`src/rtl/igr_pkg.sv`:
```
// ----------------------------------------------------------------------------
// igr_pkg: shared constants for the interleaved gain ramp
// Field widths, register indexes, reset values and parameter defaults.
// ----------------------------------------------------------------------------
package igr_pkg;

    localparam int SAMPLE_W  = 16;
    localparam int GAIN_W    = 16;
    localparam int SPC_W     = 13;
    localparam int CHC_W     = 4;
    localparam int CFG_IDX_W = 3;
    localparam int CFG_DAT_W = 16;

    localparam int ACC_FRAC_BITS = 30;

    localparam int DEF_MAX_SAMPLES    = 4096;
    localparam int DEF_MAX_CHANNELS   = 8;
    localparam int DEF_GAIN_FRAC_BITS = 14;

    localparam logic [CFG_IDX_W-1:0] REG_START_GAIN  = 3'd0;
    localparam logic [CFG_IDX_W-1:0] REG_TARGET_GAIN = 3'd1;
    localparam logic [CFG_IDX_W-1:0] REG_SPC         = 3'd2;
    localparam logic [CFG_IDX_W-1:0] REG_CHAN_COUNT  = 3'd3;
    localparam logic [CFG_IDX_W-1:0] REG_FRAME_MUTED = 3'd4;

    localparam logic [GAIN_W-1:0] RST_START_GAIN  = 16'd16384;
    localparam logic [GAIN_W-1:0] RST_TARGET_GAIN = 16'd16384;
    localparam logic [SPC_W-1:0]  RST_SPC         = 13'd480;
    localparam logic [CHC_W-1:0]  RST_CHAN_COUNT  = 4'd1;

    localparam logic signed [SAMPLE_W-1:0] SAMPLE_MAX = 16'sh7fff;
    localparam logic signed [SAMPLE_W-1:0] SAMPLE_MIN = 16'sh8000;

endpackage

```
`src/rtl/igr_if.sv`:
```
// ----------------------------------------------------------------------------
// igr_if: channel interfaces of the interleaved gain ramp
// Sample input, sample output and register write channels.
// ----------------------------------------------------------------------------
interface igr_in_if;
    logic                                 valid;
    logic                                 ready;
    logic signed [igr_pkg::SAMPLE_W-1:0]  sample_in;

    modport source (output valid, output sample_in, input ready);
    modport sink   (input valid, input sample_in, output ready);
endinterface

interface igr_out_if;
    logic                                 valid;
    logic                                 ready;
    logic signed [igr_pkg::SAMPLE_W-1:0]  sample_out;
    logic                                 last_of_frame;

    modport source (output valid, output sample_out, output last_of_frame, input ready);
    modport sink   (input valid, input sample_out, input last_of_frame, output ready);
endinterface

interface igr_cfg_if;
    logic                                 valid;
    logic                                 ready;
    logic [igr_pkg::CFG_IDX_W-1:0]        index;
    logic [igr_pkg::CFG_DAT_W-1:0]        data;

    modport source (output valid, output index, output data, input ready);
    modport sink   (input valid, input index, input data, output ready);
endinterface

```
`src/rtl/interleaved_gain_ramp_top.sv`:
```
// ----------------------------------------------------------------------------
// interleaved_gain_ramp_top: linear gain ramp over interleaved frames
// Scales each sample by a gain that ramps from start to target gain; a sample
// passes unchanged when muted or when start and target gain are equal.
//   channel   dir  beat payload                     notes
//   i_sample  in   sample_in                        ready only while idle
//   o_sample  out  sample_out, last_of_frame        held in output register
//   i_cfg     in   index, data                      always ready
//
// A sample goes through accept, multiply and saturate into the output register.
// The first sample of a frame also runs the step division in the divider first.
// Reset (synchronous, active low) loads register defaults and zeroes frame state.
// A stalled output holds the next result in the saturate step until it drains.
// ----------------------------------------------------------------------------
module interleaved_gain_ramp_top #(
    parameter int MAX_SAMPLES    = igr_pkg::DEF_MAX_SAMPLES,
    parameter int MAX_CHANNELS   = igr_pkg::DEF_MAX_CHANNELS,
    parameter int GAIN_FRAC_BITS = igr_pkg::DEF_GAIN_FRAC_BITS
) (
    input  logic        i_clk,
    input  logic        i_rst_n,
    igr_in_if.sink      i_sample,
    igr_out_if.source   o_sample,
    igr_cfg_if.sink     i_cfg
);

    localparam int SPC_W    = igr_pkg::SPC_W;
    localparam int CHC_W    = igr_pkg::CHC_W;
    localparam int SHIFT    = igr_pkg::ACC_FRAC_BITS - GAIN_FRAC_BITS;
    localparam int DIVD_W   = igr_pkg::GAIN_W + SHIFT;
    localparam int STEP_W   = DIVD_W + 1;
    localparam int ACC_W    = STEP_W + SPC_W + 1;
    localparam int G_W      = ACC_W - SHIFT;
    localparam int SPC_MAXV = (1 << SPC_W) - 1;
    localparam int CHC_MAXV = (1 << CHC_W) - 1;
    localparam int SPC_LIM  = (MAX_SAMPLES > SPC_MAXV) ? SPC_MAXV : MAX_SAMPLES;
    localparam int CH_LIM   = (MAX_CHANNELS > CHC_MAXV) ? CHC_MAXV : MAX_CHANNELS;
    localparam int PIDX_RAW = (MAX_SAMPLES > 1) ? $clog2(MAX_SAMPLES) : 1;
    localparam int PIDX_W   = (PIDX_RAW > SPC_W) ? SPC_W : PIDX_RAW;
    localparam int CIDX_RAW = (MAX_CHANNELS > 1) ? $clog2(MAX_CHANNELS) : 1;
    localparam int CIDX_W   = (CIDX_RAW > CHC_W) ? CHC_W : CIDX_RAW;

    localparam logic [1:0] ST_IDLE = 2'd0;
    localparam logic [1:0] ST_DIV  = 2'd1;
    localparam logic [1:0] ST_MUL  = 2'd2;
    localparam logic [1:0] ST_OUT  = 2'd3;

    logic [igr_pkg::GAIN_W-1:0] r_start, r_target;
    logic [SPC_W-1:0]           r_spc;
    logic [CHC_W-1:0]           r_chc;
    logic                       r_muted;

    logic [1:0]                 r_state;
    logic [PIDX_W-1:0]          r_pidx;
    logic [CIDX_W-1:0]          r_cidx;
    logic signed [ACC_W-1:0]    r_acc;
    logic signed [STEP_W-1:0]   r_step;
    logic                       r_neg;
    logic                       r_bypass;
    logic                       r_last_ch;
    logic                       r_last_frm;
    logic signed [igr_pkg::SAMPLE_W-1:0] r_s;
    logic                       r_out_valid;
    logic signed [igr_pkg::SAMPLE_W-1:0] r_out_data;
    logic                       r_out_last;

    logic [SPC_W-1:0]           spc_c;
    logic [CHC_W-1:0]           ch_c;
    logic                       in_acc;
    logic                       out_acc;
    logic                       frame_start;
    logic                       last_ch;
    logic                       last_per;
    logic [igr_pkg::GAIN_W-1:0] mag;
    logic [DIVD_W-1:0]          quot;
    logic                       div_busy;
    logic signed [igr_pkg::SAMPLE_W-1:0] scaled;
    logic                       out_load;

    always_comb begin
        if (r_spc == '0) begin
            spc_c = SPC_W'(1);
        end else if (r_spc > SPC_W'(SPC_LIM)) begin
            spc_c = SPC_W'(SPC_LIM);
        end else begin
            spc_c = r_spc;
        end
        if (r_chc == '0) begin
            ch_c = CHC_W'(1);
        end else if (r_chc > CHC_W'(CH_LIM)) begin
            ch_c = CHC_W'(CH_LIM);
        end else begin
            ch_c = r_chc;
        end
    end

    assign in_acc      = i_sample.valid && i_sample.ready;
    assign out_acc     = o_sample.valid && o_sample.ready;
    assign frame_start = (r_pidx == '0) && (r_cidx == '0);
    assign last_ch     = ((CHC_W+1)'(r_cidx) + 1'b1) >= {1'b0, ch_c};
    assign last_per    = ((SPC_W+1)'(r_pidx) + 1'b1) >= {1'b0, spc_c};
    assign mag         = (r_target < r_start) ? (r_start - r_target) : (r_target - r_start);
    assign out_load    = (r_state == ST_OUT) && (!r_out_valid || o_sample.ready);

    assign i_sample.ready = r_state == ST_IDLE;
    assign i_cfg.ready    = 1'b1;

    igr_divider #(
        .DVD_W (DIVD_W),
        .DVS_W (SPC_W)
    ) u_divider (
        .i_clk      (i_clk),
        .i_rst_n    (i_rst_n),
        .i_start    (in_acc && frame_start),
        .i_dividend ({mag, {SHIFT{1'b0}}}),
        .i_divisor  (spc_c),
        .o_busy     (div_busy),
        .o_quotient (quot)
    );

    igr_scale #(
        .G_W       (G_W),
        .FRAC_BITS (GAIN_FRAC_BITS)
    ) u_scale (
        .i_clk    (i_clk),
        .i_load   (r_state == ST_MUL),
        .i_sample (r_s),
        .i_gain   (r_acc[ACC_W-1:SHIFT]),
        .i_bypass (r_bypass),
        .o_result (scaled)
    );

    always_ff @(posedge i_clk) begin
        if (!i_rst_n) begin
            r_start  <= igr_pkg::RST_START_GAIN;
            r_target <= igr_pkg::RST_TARGET_GAIN;
            r_spc    <= igr_pkg::RST_SPC;
            r_chc    <= igr_pkg::RST_CHAN_COUNT;
            r_muted  <= 1'b0;
        end else if (i_cfg.valid && i_cfg.ready) begin
            case (i_cfg.index)
                igr_pkg::REG_START_GAIN:  r_start  <= i_cfg.data;
                igr_pkg::REG_TARGET_GAIN: r_target <= i_cfg.data;
                igr_pkg::REG_SPC:         r_spc    <= i_cfg.data[SPC_W-1:0];
                igr_pkg::REG_CHAN_COUNT:  r_chc    <= i_cfg.data[CHC_W-1:0];
                igr_pkg::REG_FRAME_MUTED: r_muted  <= i_cfg.data[0];
                default: ;
            endcase
        end
    end

    always_ff @(posedge i_clk) begin
        if (!i_rst_n) begin
            r_state     <= ST_IDLE;
            r_pidx      <= '0;
            r_cidx      <= '0;
            r_acc       <= '0;
            r_step      <= '0;
            r_out_valid <= 1'b0;
        end else begin
            case (r_state)
                ST_IDLE: begin
                    if (in_acc) begin
                        r_cidx <= last_ch ? '0 : CIDX_W'(r_cidx + 1'b1);
                        if (last_ch) begin
                            r_pidx <= last_per ? '0 : PIDX_W'(r_pidx + 1'b1);
                        end
                        if (frame_start) begin
                            r_acc   <= {{(ACC_W-DIVD_W){1'b0}}, r_start, {SHIFT{1'b0}}};
                            r_state <= ST_DIV;
                        end else begin
                            r_state <= ST_MUL;
                        end
                    end
                end
                ST_DIV: begin
                    if (!div_busy) begin
                        r_step  <= r_neg ? -$signed({1'b0, quot}) : $signed({1'b0, quot});
                        r_state <= ST_MUL;
                    end
                end
                ST_MUL: begin
                    r_state <= ST_OUT;
                end
                ST_OUT: begin
                    if (out_load) begin
                        if (r_last_ch) begin
                            r_acc <= r_acc + ACC_W'(r_step);
                        end
                        r_state <= ST_IDLE;
                    end
                end
                default: r_state <= ST_IDLE;
            endcase
            if (out_load) begin
                r_out_valid <= 1'b1;
            end else if (out_acc) begin
                r_out_valid <= 1'b0;
            end
        end
    end

    always_ff @(posedge i_clk) begin
        if (in_acc) begin
            r_s        <= i_sample.sample_in;
            r_neg      <= r_target < r_start;
            r_bypass   <= (r_start == r_target) || r_muted;
            r_last_ch  <= last_ch;
            r_last_frm <= last_ch && last_per;
        end
        if (out_load) begin
            r_out_data <= scaled;
            r_out_last <= r_last_frm;
        end
    end

    assign o_sample.valid         = r_out_valid;
    assign o_sample.sample_out    = r_out_data;
    assign o_sample.last_of_frame = r_out_last;

    a_div_on_frame_start: assert property (@(posedge i_clk) disable iff (!i_rst_n)
        (in_acc && frame_start) |=> div_busy)
        else $error("divider not started on first beat of frame");

    a_div_only_in_div: assert property (@(posedge i_clk) disable iff (!i_rst_n)
        div_busy |-> (r_state == ST_DIV))
        else $error("divider busy outside division state");

    a_chan_in_range: assert property (@(posedge i_clk) disable iff (!i_rst_n)
        in_acc |=> (CHC_W'(r_cidx) < CHC_W'(CH_LIM)))
        else $error("channel position beyond channel limit");

endmodule

```
`src/rtl/igr_divider.sv`:
```
// ----------------------------------------------------------------------------
// igr_divider: restoring unsigned divider, one quotient bit per cycle
// Subtract-and-compare unit that produces the per-period ramp step.
// ----------------------------------------------------------------------------
module igr_divider #(
    parameter int DVD_W = 30,
    parameter int DVS_W = 13
) (
    input  logic             i_clk,
    input  logic             i_rst_n,
    input  logic             i_start,
    input  logic [DVD_W-1:0] i_dividend,
    input  logic [DVS_W-1:0] i_divisor,
    output logic             o_busy,
    output logic [DVD_W-1:0] o_quotient
);

    localparam int CNT_W = $clog2(DVD_W + 1);

    logic [CNT_W-1:0] r_cnt, n_cnt;
    logic [DVS_W-1:0] r_rem, n_rem;
    logic [DVS_W-1:0] r_dvs, n_dvs;
    logic [DVD_W-1:0] r_quot, n_quot;
    logic [DVS_W:0]   rem_sh;
    logic [DVS_W:0]   rem_sub;
    logic             fits;

    always_comb begin
        rem_sh  = {r_rem, r_quot[DVD_W-1]};
        rem_sub = rem_sh - {1'b0, r_dvs};
        fits    = rem_sh >= {1'b0, r_dvs};
        n_cnt   = r_cnt;
        n_rem   = r_rem;
        n_dvs   = r_dvs;
        n_quot  = r_quot;
        if (i_start) begin
            n_cnt  = CNT_W'(DVD_W);
            n_rem  = '0;
            n_dvs  = i_divisor;
            n_quot = i_dividend;
        end else if (r_cnt != '0) begin
            n_cnt  = r_cnt - 1'b1;
            n_rem  = fits ? rem_sub[DVS_W-1:0] : rem_sh[DVS_W-1:0];
            n_quot = {r_quot[DVD_W-2:0], fits};
        end
    end

    always_ff @(posedge i_clk) begin
        if (!i_rst_n) begin
            r_cnt <= '0;
        end else begin
            r_cnt <= n_cnt;
        end
        r_rem  <= n_rem;
        r_dvs  <= n_dvs;
        r_quot <= n_quot;
    end

    assign o_busy     = r_cnt != '0;
    assign o_quotient = r_quot;

endmodule

```
`src/rtl/igr_scale.sv`:
```
// ----------------------------------------------------------------------------
// igr_scale: sample times gain, truncate toward zero, saturate
// Registered product, then shift and clamp to the sample range.
// ----------------------------------------------------------------------------
module igr_scale #(
    parameter int G_W       = 31,
    parameter int FRAC_BITS = 14
) (
    input  logic                                i_clk,
    input  logic                                i_load,
    input  logic signed [igr_pkg::SAMPLE_W-1:0] i_sample,
    input  logic signed [G_W-1:0]               i_gain,
    input  logic                                i_bypass,
    output logic signed [igr_pkg::SAMPLE_W-1:0] o_result
);

    localparam int PROD_W = igr_pkg::SAMPLE_W + G_W;
    localparam int EXT_W  = PROD_W - igr_pkg::SAMPLE_W;

    logic signed [PROD_W-1:0]           r_prod;
    logic signed [igr_pkg::SAMPLE_W-1:0] r_sample;
    logic                               r_bypass;
    logic signed [PROD_W-1:0]           adj;
    logic signed [PROD_W-1:0]           shifted;
    logic signed [PROD_W-1:0]           sat_hi;
    logic signed [PROD_W-1:0]           sat_lo;

    always_ff @(posedge i_clk) begin
        if (i_load) begin
            r_prod   <= PROD_W'(i_sample) * PROD_W'(i_gain);
            r_sample <= i_sample;
            r_bypass <= i_bypass;
        end
    end

    always_comb begin
        sat_hi  = {{EXT_W{1'b0}}, igr_pkg::SAMPLE_MAX};
        sat_lo  = {{EXT_W{1'b1}}, igr_pkg::SAMPLE_MIN};
        adj     = r_prod + {{(PROD_W-FRAC_BITS){1'b0}}, {FRAC_BITS{r_prod[PROD_W-1]}}};
        shifted = adj >>> FRAC_BITS;
        if (r_bypass) begin
            o_result = r_sample;
        end else if (shifted > sat_hi) begin
            o_result = igr_pkg::SAMPLE_MAX;
        end else if (shifted < sat_lo) begin
            o_result = igr_pkg::SAMPLE_MIN;
        end else begin
            o_result = shifted[igr_pkg::SAMPLE_W-1:0];
        end
    end

endmodule

```
`src/flat_wrapper.sv`:
```
// flat-port wrapper written by rule: the top's interface ports become plain ports
module interleaved_gain_ramp_top_flat 
#(
    parameter int MAX_SAMPLES    = igr_pkg::DEF_MAX_SAMPLES,
    parameter int MAX_CHANNELS   = igr_pkg::DEF_MAX_CHANNELS,
    parameter int GAIN_FRAC_BITS = igr_pkg::DEF_GAIN_FRAC_BITS
)
  (i_clk, i_rst_n, i_sample_valid, i_sample_sample_in, i_sample_ready, o_sample_valid, o_sample_sample_out, o_sample_last_of_frame, o_sample_ready, i_cfg_valid, i_cfg_index, i_cfg_data, i_cfg_ready);
  igr_in_if i_sample_i ();
  igr_out_if o_sample_i ();
  igr_cfg_if i_cfg_i ();
  input  logic i_clk;
  input  logic i_rst_n;
  input wire logic [$bits(i_sample_i.valid)-1:0] i_sample_valid;
  input wire logic [$bits(i_sample_i.sample_in)-1:0] i_sample_sample_in;
  output wire logic [$bits(i_sample_i.ready)-1:0] i_sample_ready;
  output wire logic [$bits(o_sample_i.valid)-1:0] o_sample_valid;
  output wire logic [$bits(o_sample_i.sample_out)-1:0] o_sample_sample_out;
  output wire logic [$bits(o_sample_i.last_of_frame)-1:0] o_sample_last_of_frame;
  input wire logic [$bits(o_sample_i.ready)-1:0] o_sample_ready;
  input wire logic [$bits(i_cfg_i.valid)-1:0] i_cfg_valid;
  input wire logic [$bits(i_cfg_i.index)-1:0] i_cfg_index;
  input wire logic [$bits(i_cfg_i.data)-1:0] i_cfg_data;
  output wire logic [$bits(i_cfg_i.ready)-1:0] i_cfg_ready;
  assign i_sample_i.valid = i_sample_valid;
  assign i_sample_i.sample_in = i_sample_sample_in;
  assign i_sample_ready = i_sample_i.ready;
  assign o_sample_valid = o_sample_i.valid;
  assign o_sample_sample_out = o_sample_i.sample_out;
  assign o_sample_last_of_frame = o_sample_i.last_of_frame;
  assign o_sample_i.ready = o_sample_ready;
  assign i_cfg_i.valid = i_cfg_valid;
  assign i_cfg_i.index = i_cfg_index;
  assign i_cfg_i.data = i_cfg_data;
  assign i_cfg_ready = i_cfg_i.ready;
  interleaved_gain_ramp_top #(.MAX_SAMPLES(MAX_SAMPLES), .MAX_CHANNELS(MAX_CHANNELS), .GAIN_FRAC_BITS(GAIN_FRAC_BITS)) u_core (.i_clk(i_clk), .i_rst_n(i_rst_n), .i_sample(i_sample_i), .o_sample(o_sample_i), .i_cfg(i_cfg_i));
endmodule
```
`config.mk`:
```
export PLATFORM = sky130hd
export DESIGN_NAME = interleaved_gain_ramp_top_flat
export DESIGN_NICKNAME = d
export VERILOG_FILES = /design/src/rtl/igr_pkg.sv /design/src/rtl/igr_if.sv /design/src/rtl/interleaved_gain_ramp_top.sv /design/src/rtl/igr_divider.sv /design/src/rtl/igr_scale.sv /design/src/flat_wrapper.sv
export SDC_FILE = /design/constraint.sdc
export NUM_CORES = 2
export LEC_CHECK = 0
export CORE_MARGIN = 3
export CORE_UTILIZATION = 24
export DETAILED_ROUTE_END_ITERATION = 10
export DONT_BUFFER_PORTS = 1
export PLACE_DENSITY = 0.47
export SYNTH_ARGS = -nofsm -noshare
export SYNTH_HDL_FRONTEND = slang
export SYNTH_HIERARCHICAL = 1
export SYNTH_SLANG_ARGS = --single-unit
```
`constraint.sdc`:
```
create_clock -name i_clk -period 19.6 [get_ports i_clk]
set_input_delay 1.96 -clock i_clk [delete_from_list [all_inputs] [get_ports i_clk]]
set_output_delay 1.96 -clock i_clk [all_outputs]
set_load 0.05 [all_outputs]
```
After elaboration in Yosys (flattened, before gate mapping)
Index checks and enable logic that the tools add are counted.

storage, ports and cells
  bits in latches = 0
  flip-flop bits (word level) = 313
  word-level logic and storage cells = 120
  output and inout bits = 20
  memories kept = 0
  bits in read-only memories = 0
  RAM bits = 0
  input bits = 40

cells by class
  eq/ne operators = 13
  multiply operators = 1
  $lt $le $gt $ge = 8
  muxes and demuxes = 28
  add/sub/neg operators = 11
  bitwise gates (word level) = 2
  divide/modulo/power cells = 0
  shifts and indexed selects = 0
  reductions and logical operators = 30

operators by type and width
  cell                     count
  $mux W47                 4
  $pmux W47 S2             1
  $mux W16                 4
  $mux W32                 2
  $add A47 B14 Y47         1
  $add A47 B33 Y47         1
  $mul A16 B31 Y47         1
  $mux W13                 3
  $gt A33 B16 Y1 const B   1
  $lt A33 B16 Y1 const B   1
  $mux W33                 1
  $neg A32 Y33             1
  $sub A16 B16 Y16         2
  $ge A14 B13 Y1           2
  $eq A16 B16 Y1           1
  $lt A16 B16 Y1           1
  $reduce_and A2 Y1        7
  $add A12 B1 Y13 const B  1
  $gt A13 B13 Y1 const B   1
  $logic_not A13 Y1        1
  $sub A13 B13 Y13         1
  $add A12 B1 Y12 const B  1
  $logic_not A12 Y1        1
  $mux W12                 1
  other kinds (30)         52

Depth between registers and ports, before layout
  depth after elaboration = 5
  depth in mapped cells = 24
  gate-level depth less buffers = 23

Cells and area by module
The synthesis kept the hierarchy.

by module, submodules not included
  module                     cells each  area each (µm²)  instances  seq. area each (µm²)
  igr_scale                  2280        20803.7          1          1921.8
  interleaved_gain_ramp_top  1520        12426.9          1          4073.9
  igr_divider                279         3291.9           1          1731.7

Least setup slack after synthesis
Ideal clock, no wire load.

  path type = flip-flop to flip-flop
  from = register u_core/r_s[6] in the netlist's numbering
  to = register u_core.u_scale.r_prod[38], data pin
  buffers on the path = 1
  setup slack = 12859 ps
  stages on the path, launching flop included = 23
  setup time = 261 ps
  data arrival time = 6480 ps
  clock period less this slack = 6741 ps
  required time = 19339 ps
  path through = edfxtp_1 clkbuf_1 and2_1 fa_1 inv_1 fa_1 fa_1 fa_1 inv_1 fa_1 inv_1 fa_1 inv_1 ha_1 and4_1 a21o_1 or3_1 o221a_1 o41a_1 o21ai_2 o211ai_2 a21o_1 a311o_1

between the ends
  word-level cells in the longest chain between the ends = 1

RTL lines
  what                    line                              source
  start, declared         interleaved_gain_ramp_top.sv:62   logic signed [igr_pkg::SAMPLE_W-1:0] r_s;
  start signal, assigned  interleaved_gain_ramp_top.sv:205  r_s <= i_sample.sample_in;
  $mul A16 B31 Y47        igr_scale.sv:30                   r_prod <= PROD_W'(i_sample) * PROD_W'(i_gain);
  end signal, assigned    igr_scale.sv:30
  end, declared           igr_scale.sv:20                   logic signed [PROD_W-1:0] r_prod;

No other way between the ends.
A chain may end at the register's enable or synchronous reset.

Worst setup path in the final report
  from = register u_core/r_s[15] in the netlist's numbering
  to = register u_core.u_scale.r_prod[38], data pin

The elaborated chain is that of the path after synthesis.

==> out/qor.yml <==
status:
  status: "complete, no violations"
grt:
  grt_pass1_vias: 28590
  use_met1_pct: 18.06
  globalRouteMet2Util_pct: 21.15
  grt_pass1_wl_mm: 162.9
  met3_usage_pct: 1.918
  track_usage_pct: 12.94
  antenna_found_initial: 6
  grt.busiest_layer: "met2"
  grt_max_degree: 139
  overflow: 0
synthesis:
  synth-edff-count: 146
  synth.yosys.seq_area_share_pct: 21.16
  synth_commonest_cells: "inv_1, nand2_1, fa_1, ha_1, and2_1"
  syn_avg_cell_area_sq_um: 8.954
  synth.most_common_cell: "inv_1"
  yosys_register_bits: 313
  yosys.area.top_type: "fa_1"
  synthCells: 4079
  synth_top_area_share_pct: 26.09
  synthTopCellsByArea: "fa_1, edfxtp_1, dfxtp_1"
  async_flop_share_pct: 0
  yosys_warnings: 6
  yosys_most_used_dff: "dfxtp_1"
  syn_area_sq_um: 36520
  ys_types: 106
setup_path:
  cp_data_arrival_time_ns: 7.84
  endpoint_kind: "flip-flop"
  cp-start-kind: "flip-flop"
  slowest_delay_ns: 0.68
  r2r_end: "u_core/u_scale/r_prod[38]$_DFFE_PP_"
  cpMostUsedCell: "fa_1"
  crit_path_max_fanout: 26
  critical_path_class: "reg -> reg"
  r2r-start: "u_core/r_s[15]$_DFFE_PP_"
  critical-path-top-delay-family: "adder cells"
  path_cells: "clkinv_1 -> buf_4 -> nor2_1 -> fa_1 -> fa_1 -> fa_1 -> fa_1 -> fa_1 -> inv_1 -> fa_1 -> inv_1 -> ha_1 -> inv_1 -> o21bai_1 -> or3_1 -> o221a_1 -> o41a_1 -> o21ai_2 -> o211ai_2 -> a21o_1 -> a311o_1"
  crit_cells: 21
  cpMaxStageDelayCell: "edfxtp_1"
  crit_buf_inv: 5
  worstPathRequired_ns: 19.96
  r2r_cells: 21
  crit_end: "u_core/u_scale/r_prod[38]$_DFFE_PP_"
  startpoint: "u_core/r_s[15]$_DFFE_PP_"
  reg2reg_setup_slack_ns: 12.11
sta:
  tns_ns: 0
  slew_violations: 0
  layout_min_cycle_time_ns: 7.486
  finalHoldViolations: 0
  finClkSkew_ns: 0.04352
  min_period_over_period_pct: 38.19
  tightest_slew_ns: 1.151
  final-setup-viol-count: 0
  slew_headroom_pct: 23.24
  rsz0062_at_grt: "no"
  timing.fmax_mhz: 133.6
power_and_ir_drop:
  cellPowerDensity_nw_per_um2: 161.5
  p_leak_nw: 17.83
  vdd.ir_drop.worst_mv: 0.1924
route:
  detail_route.first_pass.iterations: 5
  drt_wl_total_mm: 101.3
  routedWlPerCell_um: 16.74
  ant_nets: 0
  vias_per_cell: 4.524
  vias: 27400
  drt_iter0_drc: 1582
  drc: 0
clock_network:
  cts_hold_buffers: 0
  post_cts_resized: 0
  tritoncts: "built"
  numCtsBuffers: 44
  clock_sinks: 313
  cts_max_level: 2
  cts_root_buffer: "clkbuf_16"
  clock_path_buffers: 3
  cts_setup_buffers: 0
  clk_pin_slew_worst_paths_ns: 0.06
  clock_latency_ns: 0.64
placement:
  place_congestion: 0.8424
  dp_hpwl_mm: 77.34
  port_buffers: 0
die:
  die_w_um: 396.1
  dieArea_sq_um: 156900
  coreArea_sq_um: 150500
  io_pins: 60
  die_y_um: 396.1
  num_rows: 142
  start_util_pct: 24.27
finish:
  drive_gt1_share_pct: 4.583
  area_growth_pct: 10.12
  fill_cells: 16170
  final_util_pct: 26.73
  nets: 4760
worst_hold_path:
  hold_path.class: "reg -> reg"
flow_run:
  cap_violations: 0
-- registers in the layout, indices dropped and copies added (netlist names), 32 cells and up --
name                         flops
u_core/r_acc                    47
u_core/r_step                   33
u_core/u_divider/o_quotient     32
u_core/u_scale/r_prod           47
-- stage by stage --
stage                     worst slack [ns]  hold WS [ns]  total power [mW]  instances  cell area (sq um)
final                                12.11        0.4299             6.494       6055              40220
after global routing                 11.66        0.4433             7.219       6053              40210
after CTS                            12.02        0.4317             6.619       6053              40210
after detailed placement             12.08        0.4170             5.740       5972              38740
after global placement               12.18        0.4044             5.705       5972              38740
after floorplan                      12.86        0.4003             4.556       4094              36580
-- routing by layer --
| layer | wire [um] | vias up |
|---|---|---|
| met4 | 2090 | 0 |
| met3 | 4466 | 107 |
| met2 | 46070 | 511 |
| met5 | 0 | - |
| met1 | 48710 | 13690 |
| li1 | - | 13090 |
-- cell families after synthesis --
group                      count (synthesis)  share of synthesized area (%)
muxes                                     53                          1.566
xor gates and xnor gates                 171                          4.101
AOI/OAI and AO/OA                        692                          13.04
adders and majority gates                718                          34.38
DFF                                      313                          21.16
buffers and inverters                    861                          8.976
other                                      2                        0.02056
and+or+nand+nor                         1269                          16.76
-- how the worst min path moves through the flow --
| stage | startpoint | to | slack [ns] | cells after the start |
|---|---|---|---|---|
| 2_1_floorplan | u_core/r_last_frm$_DFFE_PP_ | u_core/o_sample.last_of_frame$_DFFE_PP_ | 0.40 | 0 |
| 3_3_place_gp | u_core/r_last_frm$_DFFE_PP_ | u_core/o_sample.last_of_frame$_DFFE_PP_ | 0.40 | 0 |
| 3_5_place_dp | u_core/r_last_frm$_DFFE_PP_ | u_core/o_sample.last_of_frame$_DFFE_PP_ | 0.42 | 0 |
| 4_1_cts | u_core/r_last_frm$_DFFE_PP_ | u_core/o_sample.last_of_frame$_DFFE_PP_ | 0.43 | 0 |
| 5_1_grt | u_core/r_last_frm$_DFFE_PP_ | u_core/o_sample.last_of_frame$_DFFE_PP_ | 0.44 | 0 |
| 6_report | u_core/r_last_frm$_DFFE_PP_ | u_core/o_sample.last_of_frame$_DFFE_PP_ | 0.43 | 0 |
-- power by group --
group	internal, mW	total (mW)	switching, mW
clock network	0.483	0.830	0.348
registers	1.03	1.22	0.191
logic	1.76	4.44	2.69
-- final cells by class --
| type | count | area (sq um) | area share [%] |
|---|---|---|---|
| diodes | 2 | 5.005 | 0.01244 |
| clock buffers | 57 | 1180 | 2.934 |
| clock inverters | 24 | 290.3 | 0.7217 |
| inverters | 681 | 2556 | 6.356 |
| multi-input cells | 2920 | 25620 | 63.71 |
| flip-flops and latches | 313 | 7727 | 19.21 |
| well taps | 2016 | 2522 | 6.272 |
| repair buffers | 42 | 315.3 | 0.7839 |
-- cell usage in the layout (no fill, tap or decap), types with 89 or more instances in the layout --
| master | Yosys | final |
|---|---|---|
| a21oi_1 | 162 | 162 |
| and2_1 | 216 | 216 |
| dfxtp_1 | 167 | 167 |
| edfxtp_1 | 146 | 146 |
| fa_1 | 476 | 476 |
| ha_1 | 242 | 241 |
| inv_1 | 680 | 679 |
| nand2_1 | 582 | 582 |
| nor2_1 | 169 | 167 |
| o21ai_0 | 108 | 108 |
| xnor2_1 | 89 | 89 |
No activity file was read; power rests on OpenSTA's default activity.
